File: config.mk
export PLATFORM = sky130hd
export DESIGN_NAME = pwm_pulse_capture_sequencer
export DESIGN_NICKNAME = d
export VERILOG_FILES = /design/src/design/ppcs_pkg.sv /design/src/design/pwm_pulse_capture_sequencer.sv
export SDC_FILE = /design/constraint.sdc
export NUM_CORES = 2
export LEC_CHECK = 0
export BUFFER_PORTS_ARGS = -buffer_cell sky130_fd_sc_hd__buf_2
export CELL_PAD_IN_SITES_DETAIL_PLACEMENT = 0
export CELL_PAD_IN_SITES_GLOBAL_PLACEMENT = 1
export CORE_MARGIN = 5
export CORE_UTILIZATION = 39
export CTS_BUF_LIST = sky130_fd_sc_hd__clkbuf_16
export DETAILED_ROUTE_END_ITERATION = 10
export PLACE_DENSITY_LB_ADDON = 0.1
export SLEW_MARGIN = 5
export SYNTH_ARGS = -nofsm -noshare
export SYNTH_HDL_FRONTEND = slang
export SYNTH_SLANG_ARGS = --single-unit
File: constraint.sdc
create_clock -name clk_i -period 9.8 [get_ports clk_i]
set_input_delay 0.98 -clock clk_i [delete_from_list [all_inputs] [get_ports clk_i]]
set_output_delay 0.98 -clock clk_i [all_outputs]
set_load 0.005 [all_outputs]
File: src/design/ppcs_pkg.sv
// Shared constants for the PWM pulse capture sequencer: item kinds, phase
// codes, field widths and register reset values. No dependencies.
`default_nettype none

package ppcs_pkg;

  localparam int unsigned KindW    = 2;
  localparam int unsigned WidthW   = 32;
  localparam int unsigned NsW      = 20;
  localparam int unsigned MsW      = 8;
  localparam int unsigned PhaseW   = 3;
  localparam int unsigned PeriodW  = 53;
  localparam int unsigned DutyW    = 52;
  localparam int unsigned CfgIdxW  = 1;
  localparam int unsigned CfgDataW = 20;
  localparam int unsigned InDataW  = 40;
  localparam int unsigned OutDataW = 120;

  localparam logic [KindW-1:0] KIND_START = 2'd0;
  localparam logic [KindW-1:0] KIND_EDGE  = 2'd1;
  localparam logic [KindW-1:0] KIND_TICK  = 2'd2;
  localparam logic [KindW-1:0] KIND_STOP  = 2'd3;

  localparam logic [PhaseW-1:0] PH_IDLE  = 3'd0;
  localparam logic [PhaseW-1:0] PH_JUNK1 = 3'd1;
  localparam logic [PhaseW-1:0] PH_JUNK2 = 3'd2;
  localparam logic [PhaseW-1:0] PH_DATA  = 3'd3;
  localparam logic [PhaseW-1:0] PH_DONE  = 3'd4;

  localparam logic [CfgIdxW-1:0] REG_NS_PER_TICK = 1'd0;
  localparam logic [CfgIdxW-1:0] REG_TIMEOUT_MS  = 1'd1;

  localparam logic [NsW-1:0] RST_NS_PER_TICK = 20'd2666;
  localparam logic [MsW-1:0] RST_TIMEOUT_MS  = 8'd50;

  localparam logic STATUS_DONE    = 1'b0;
  localparam logic STATUS_TIMEOUT = 1'b1;

endpackage

`default_nettype wire

File: src/design/pwm_pulse_capture_sequencer.sv
// PWM pulse capture sequencer: state update at accept, then an operand
// register and a product register for period and duty. Depends on ppcs_pkg.
// The result transaction of a tick is registered in the operand register and then the product register.
// Throughput: 1 item per cycle while the output is not stalled; the two multiplies sit in their own stage.
// Reset: phase idle, widths and ms count zero, ns_per_tick 2666, timeout 50,
// pipeline empty.
`default_nettype none

module pwm_pulse_capture_sequencer (
  input  wire logic                          clk_i,
  input  wire logic                          rst_ni,
  input  wire logic                          s_axis_tvalid,
  output logic                               s_axis_tready,
  // [0] level_was_high, [32:1] width_count, rest zero
  input  wire logic [ppcs_pkg::InDataW-1:0]  s_axis_tdata,
  // [1:0] kind
  input  wire logic [ppcs_pkg::KindW-1:0]    s_axis_tuser,
  output logic                               m_axis_tvalid,
  input  wire logic                          m_axis_tready,
  // [52:0] period, [104:53] duty_ns, [112:105] elapsed_ms, rest zero
  output logic [ppcs_pkg::OutDataW-1:0]      m_axis_tdata,
  // [0] status
  output logic [0:0]                         m_axis_tuser,
  input  wire logic                          cfg_valid_i,
  output logic                               cfg_ready_o,
  input  wire logic [ppcs_pkg::CfgIdxW-1:0]  cfg_addr_i,
  input  wire logic [ppcs_pkg::CfgDataW-1:0] cfg_data_i
);
  import ppcs_pkg::*;

  logic [NsW-1:0]    ns_per_tick_q;
  logic [MsW-1:0]    timeout_q;
  logic [PhaseW-1:0] phase_q, phase_d;
  logic [WidthW-1:0] high_q, high_d, low_q, low_d;
  logic [MsW-1:0]    ms_q, ms_d;

  logic              s1_valid_q;
  logic              s1_status_q;
  logic [NsW-1:0]    s1_ns_q;
  logic [WidthW-1:0] s1_high_q;
  logic [WidthW:0]   s1_sum_q;
  logic [MsW-1:0]    s1_ms_q;

  logic              out_valid_q;
  logic              out_status_q;
  logic [PeriodW-1:0] out_period_q;
  logic [DutyW-1:0]  out_duty_q;
  logic [MsW-1:0]    out_ms_q;

  logic              accept;
  logic              out_load;
  logic              s1_load;
  logic              emit;
  logic              emit_status;
  logic [MsW-1:0]    ms_inc;
  logic              lvl_hi;
  logic [WidthW-1:0] width_in;

  assign lvl_hi   = s_axis_tdata[0];
  assign width_in = s_axis_tdata[WidthW:1];

  assign out_load      = !out_valid_q || m_axis_tready;
  assign s_axis_tready = !s1_valid_q || out_load;
  assign accept        = s_axis_tvalid && s_axis_tready;
  assign cfg_ready_o   = 1'b1;
  assign ms_inc        = ms_q + MsW'(1);

  always_comb begin
    phase_d     = phase_q;
    high_d      = high_q;
    low_d       = low_q;
    ms_d        = ms_q;
    emit        = 1'b0;
    emit_status = STATUS_DONE;
    case (s_axis_tuser)
      KIND_START: begin
        high_d  = '0;
        low_d   = '0;
        ms_d    = '0;
        phase_d = PH_JUNK1;
      end
      KIND_EDGE: begin
        if (phase_q != PH_DONE) begin
          if (lvl_hi) begin
            high_d = width_in;
          end else begin
            low_d = width_in;
          end
        end
        case (phase_q)
          PH_JUNK1: phase_d = PH_JUNK2;
          PH_JUNK2: begin
            high_d  = '0;
            low_d   = '0;
            phase_d = PH_DATA;
          end
          PH_DATA: begin
            if (high_d != '0 && low_d != '0) begin
              phase_d = PH_DONE;
            end
          end
          default: ;
        endcase
      end
      KIND_TICK: begin
        if (phase_q != PH_IDLE) begin
          ms_d = ms_inc;
          if (phase_q == PH_DONE && high_q != '0 && low_q != '0) begin
            emit    = 1'b1;
            phase_d = PH_IDLE;
          end else if (ms_inc >= timeout_q) begin
            emit        = 1'b1;
            emit_status = STATUS_TIMEOUT;
            phase_d     = PH_IDLE;
          end
        end
      end
      default: phase_d = PH_IDLE;
    endcase
  end

  assign s1_load = accept || (s1_valid_q && out_load);

  always_ff @(posedge clk_i or negedge rst_ni) begin
    if (!rst_ni) begin
      ns_per_tick_q <= RST_NS_PER_TICK;
      timeout_q     <= RST_TIMEOUT_MS;
      phase_q       <= PH_IDLE;
      high_q        <= '0;
      low_q         <= '0;
      ms_q          <= '0;
      s1_valid_q    <= 1'b0;
      out_valid_q   <= 1'b0;
    end else begin
      if (cfg_valid_i) begin
        case (cfg_addr_i)
          REG_NS_PER_TICK: ns_per_tick_q <= cfg_data_i[NsW-1:0];
          REG_TIMEOUT_MS:  timeout_q     <= cfg_data_i[MsW-1:0];
          default: ;
        endcase
      end
      if (accept) begin
        phase_q <= phase_d;
        high_q  <= high_d;
        low_q   <= low_d;
        ms_q    <= ms_d;
      end
      if (s1_load) begin
        s1_valid_q <= accept && emit;
      end
      if (out_load) begin
        out_valid_q <= s1_valid_q;
      end
    end
  end

  // operand stage; a timeout zeroes the ns operand so both products are zero
  always_ff @(posedge clk_i) begin
    if (accept && emit) begin
      s1_status_q <= emit_status;
      s1_ms_q     <= ms_inc;
      s1_ns_q     <= (emit_status == STATUS_TIMEOUT) ? '0 : ns_per_tick_q;
      s1_high_q   <= high_q;
      s1_sum_q    <= {1'b0, high_q} + {1'b0, low_q};
    end
  end

  always_ff @(posedge clk_i) begin
    if (out_load && s1_valid_q) begin
      out_status_q <= s1_status_q;
      out_ms_q     <= s1_ms_q;
      out_period_q <= PeriodW'(s1_ns_q) * PeriodW'(s1_sum_q);
      out_duty_q   <= DutyW'(s1_ns_q) * DutyW'(s1_high_q);
    end
  end

  assign m_axis_tvalid = out_valid_q;
  assign m_axis_tuser  = out_status_q;
  assign m_axis_tdata  = {(OutDataW - PeriodW - DutyW - MsW)'(0),
                          out_ms_q, out_duty_q, out_period_q};

endmodule

`default_nettype wire
==> qor.yml <==
period_share: 0.893
crit_path_frequent_cell: "sky130_fd_sc_hd__fa_1"
num_vias: 38069
critical_path.top_delay_family: "adder cells"
fp-row-count: 137
die-area_um2: 147000
seqCellArea_um2: 8880
start_to_end_type_of_the_worst_setup_path: "flop to flop"
hold_viol_final: 0
hold_path.class: "input pin to async pin"
arrival_ns: 9.14
cp_cell_sequence: "buf_4, nand2_1, fa_1, fa_1, fa_1, inv_1, fa_1, fa_1, fa_1, inv_1, fa_1, inv_1, ha_1, nand2_1, nor4_1, nand3_1, a21oi_1, o211ai_1, a21oi_1, nor2_1, nand4b_1, nand4_1"
synth_enable_flop_cells: 208
pre_repair_dr_iteration_count: 7
final_common_cell: "sky130_fd_sc_hd__inv_1"
ant_nets: 0
yosysUniqueCellTypes: 84
finish.net_count: 7208
cts_post_setup_buffers_inserted: 0
required_ns: 10.19
worst_r2r_path_cells: 22
synthFlopType: "sky130_fd_sc_hd__edfxtp_1"
outcome: "completed"
slew_violations: 0
post_synthesis_cell_area_um2: 54500
global_route.usage.total: 0.217
postSynthRegisterBits: 313
cts_tree: "yes"
drive_gt1_frac: 0.0762
async_flop_share: 0.335
initial_core_util: 0.391
drc_errors: 0
worst_pin_slew_ns: 1.32
post_cts.resized_instances: 0
grt_start_max_net_pins: 76
worst_slack_ns: 1.05
fin_hold_ws_ns: 0.268
grt_pass1_vias: 41920
h-tree-depth: 2
placeableCoreArea_um2: 139000
setup_viol_count_final: 0
cts.clk_slew.worst_paths_ns: 0.06
die_outline_width_um: 384
hold_buffers: 0
synth-seq-area-share: 0.163
last_weighted_congestion_value_of_the_routability_driven_placer: 0.801
routed_wl_um: 154000
gr-total-overflow: 0
cp_max_fo: 20
timing.max_cap.violations: 0
floorplan.die.height_um: 384
pre_cts_ws_ns: 1.24
clock_sinks: 313
ports: 192
power-per-cell-area_nw_per_um2: 97.8
rsz0062_at_grt: "false"
routed_wire_length_per_instance_um: 20.3
synth-warning-count: 0
crit_path_max_incr_delay_ns: 1.22
layout.filler_cells: 14039
post_route_setup_tns_ns: 0
viasPerCell: 5.01
startpoint_of_the_worst_register_to_register_path: "s1_ns_q[7]"
cellLeakagePower_nw: 29.2
final_cells: 7603
drtIter0Drc: 2113
crit_path_end_kind: "flop"
post-place-cells: 7512
layout-area-overhead-vs-synth_pct: 8.22
most-common-layout-cells: "sky130_fd_sc_hd__inv_1 (1215), sky130_fd_sc_hd__fa_1 (1091), sky130_fd_sc_hd__nand2_1 (820)"
maximum_clock_skew_at_final_layout_ns: 0.0726
period_needed_ns: 8.75
synthCells: 5673
r2r-end: "out_period_q[51]"
cts-buffers-inserted: 45
grt_first_pass_wirelength_um: 246000
power.ir.vdd_worst_mv: 0.137
clock.fmax_ghz: 0.114
startpoint_kind_of_the_worst_setup_timing_path: "flop"
multi_input_comb_area_um2: 39800
max_slew_margin_vs_limit: 0.121
syn_avg_cell_area_um2: 9.60
slowest_stage: "sky130_fd_sc_hd__edfxtp_1"
critical_path_buf_inv_count: 4
r2r_slack_ns: 1.05
io_buffer_count: 176
dp_hpwl_um: 118000
cts_buffer_depth: 3
clock_insertion_delay_worst_skew_ns: 0.68
cts_root_buffer_type: "sky130_fd_sc_hd__clkbuf_16"
final_util: 0.424
antenna_found_initial: 9
-- state kept, by name (all words and copies together) (netlist names) --
signal and count:
s1_sum_q 33, s1_high_q 32, out_period_q 53, s1_status_q 1
timeout_q 8, out_ms_q 8, out_duty_q 52, ms_q 8
m_axis_tuser 1, s1_ns_q 20, phase_q 3, s1_valid_q 1
low_q 32, ns_per_tick_q 20, m_axis_tvalid 1, s1_ms_q 8
high_q 32
-- power breakdown --
part	total (W)	switching, W	internal [W]
combinational	0.00241	0.00144	0.000969
sequential	0.00165	0.0000669	0.00158
clock	0.00171	0.000740	0.000973
total	0.00577	0.00224	0.00352
-- worst max path at each step --
stage	to	slack [ns]	startpoint	cells past startpoint
detailed placement	out_period_q[51]	1.24	s1_ns_q[7]	22
global placement	out_period_q[51]	1.26	s1_ns_q[7]	22
CTS	out_period_q[51]	1.18	s1_ns_q[7]	22
finish	out_period_q[51]	1.05	s1_ns_q[7]	22
global route	out_period_q[51]	0.81	s1_ns_q[7]	22
floorplan	out_duty_q[48]	2.99	s1_ns_q[5]	26
-- routing by layer --
metal  global-route usage  part of all wire  up-vias
met4               0.0479             0.022        4
met2                0.360              0.47      785
met5                    0           0.00043        -
met1                0.301              0.45    19969
met3               0.0344             0.053      166
li1                     -                 -    17145
-- final cells by class --
cell class / instances / area share
clock inverters: 38 / 0.00626
diodes: 7 / 0.000297
inverters: 1211 / 0.0771
well taps: 1876 / 0.0398
clock buffers: 46 / 0.0195
multi-input cells: 3825 / 0.675
repair buffers: 287 / 0.0310
flip-flops and latches: 313 / 0.151
-- per-stage QoR --
step / power [W] / cell area (µm²)
CTS: 0.00585 / 58900
global route: 0.00623 / 58900
finish: 0.00577 / 59000
floorplan: 0.00344 / 54500
detailed placement: 0.00409 / 57400
global placement: 0.00410 / 57400
-- Yosys cell counts, drive strengths merged, types with 17 or more instances --
cell type,instances,area share
a211oi,18,0.0029
a21o,79,0.011
a21oi,148,0.014
a22o,64,0.010
and2,585,0.067
and3,18,0.0021
buf,17,0.0021
clkbuf,313,0.022
dfrtp,96,0.044
edfxtp,208,0.11
fa,1091,0.40
ha,366,0.084
inv,1211,0.083
mux2,30,0.0062
nand2,820,0.056
nand2b,19,0.0022
nand3,29,0.0027
nand4,29,0.0033
nor2,84,0.0059
nor2b,32,0.0037
nor3,21,0.0020
nor4,30,0.0034
o21ai,82,0.0077
o21bai,28,0.0039
xnor2,91,0.015
xor2,45,0.0072
-- cell families (layout without fill, tap and decap cells) --
family,Yosys count,count (layout),share of synthesized area
and+or+nand+nor,1682,1682,0.151
muxes,32,32,0.00657
buffers and inverters,1541,1582,0.107
other,2,15,0.000138
AOI/OAI and AO/OA,510,510,0.0652
DFF,313,313,0.163
adders and majority gates,1457,1457,0.485
xor gates and xnor gates,136,136,0.0219
(Power assumes the default switching activity.)
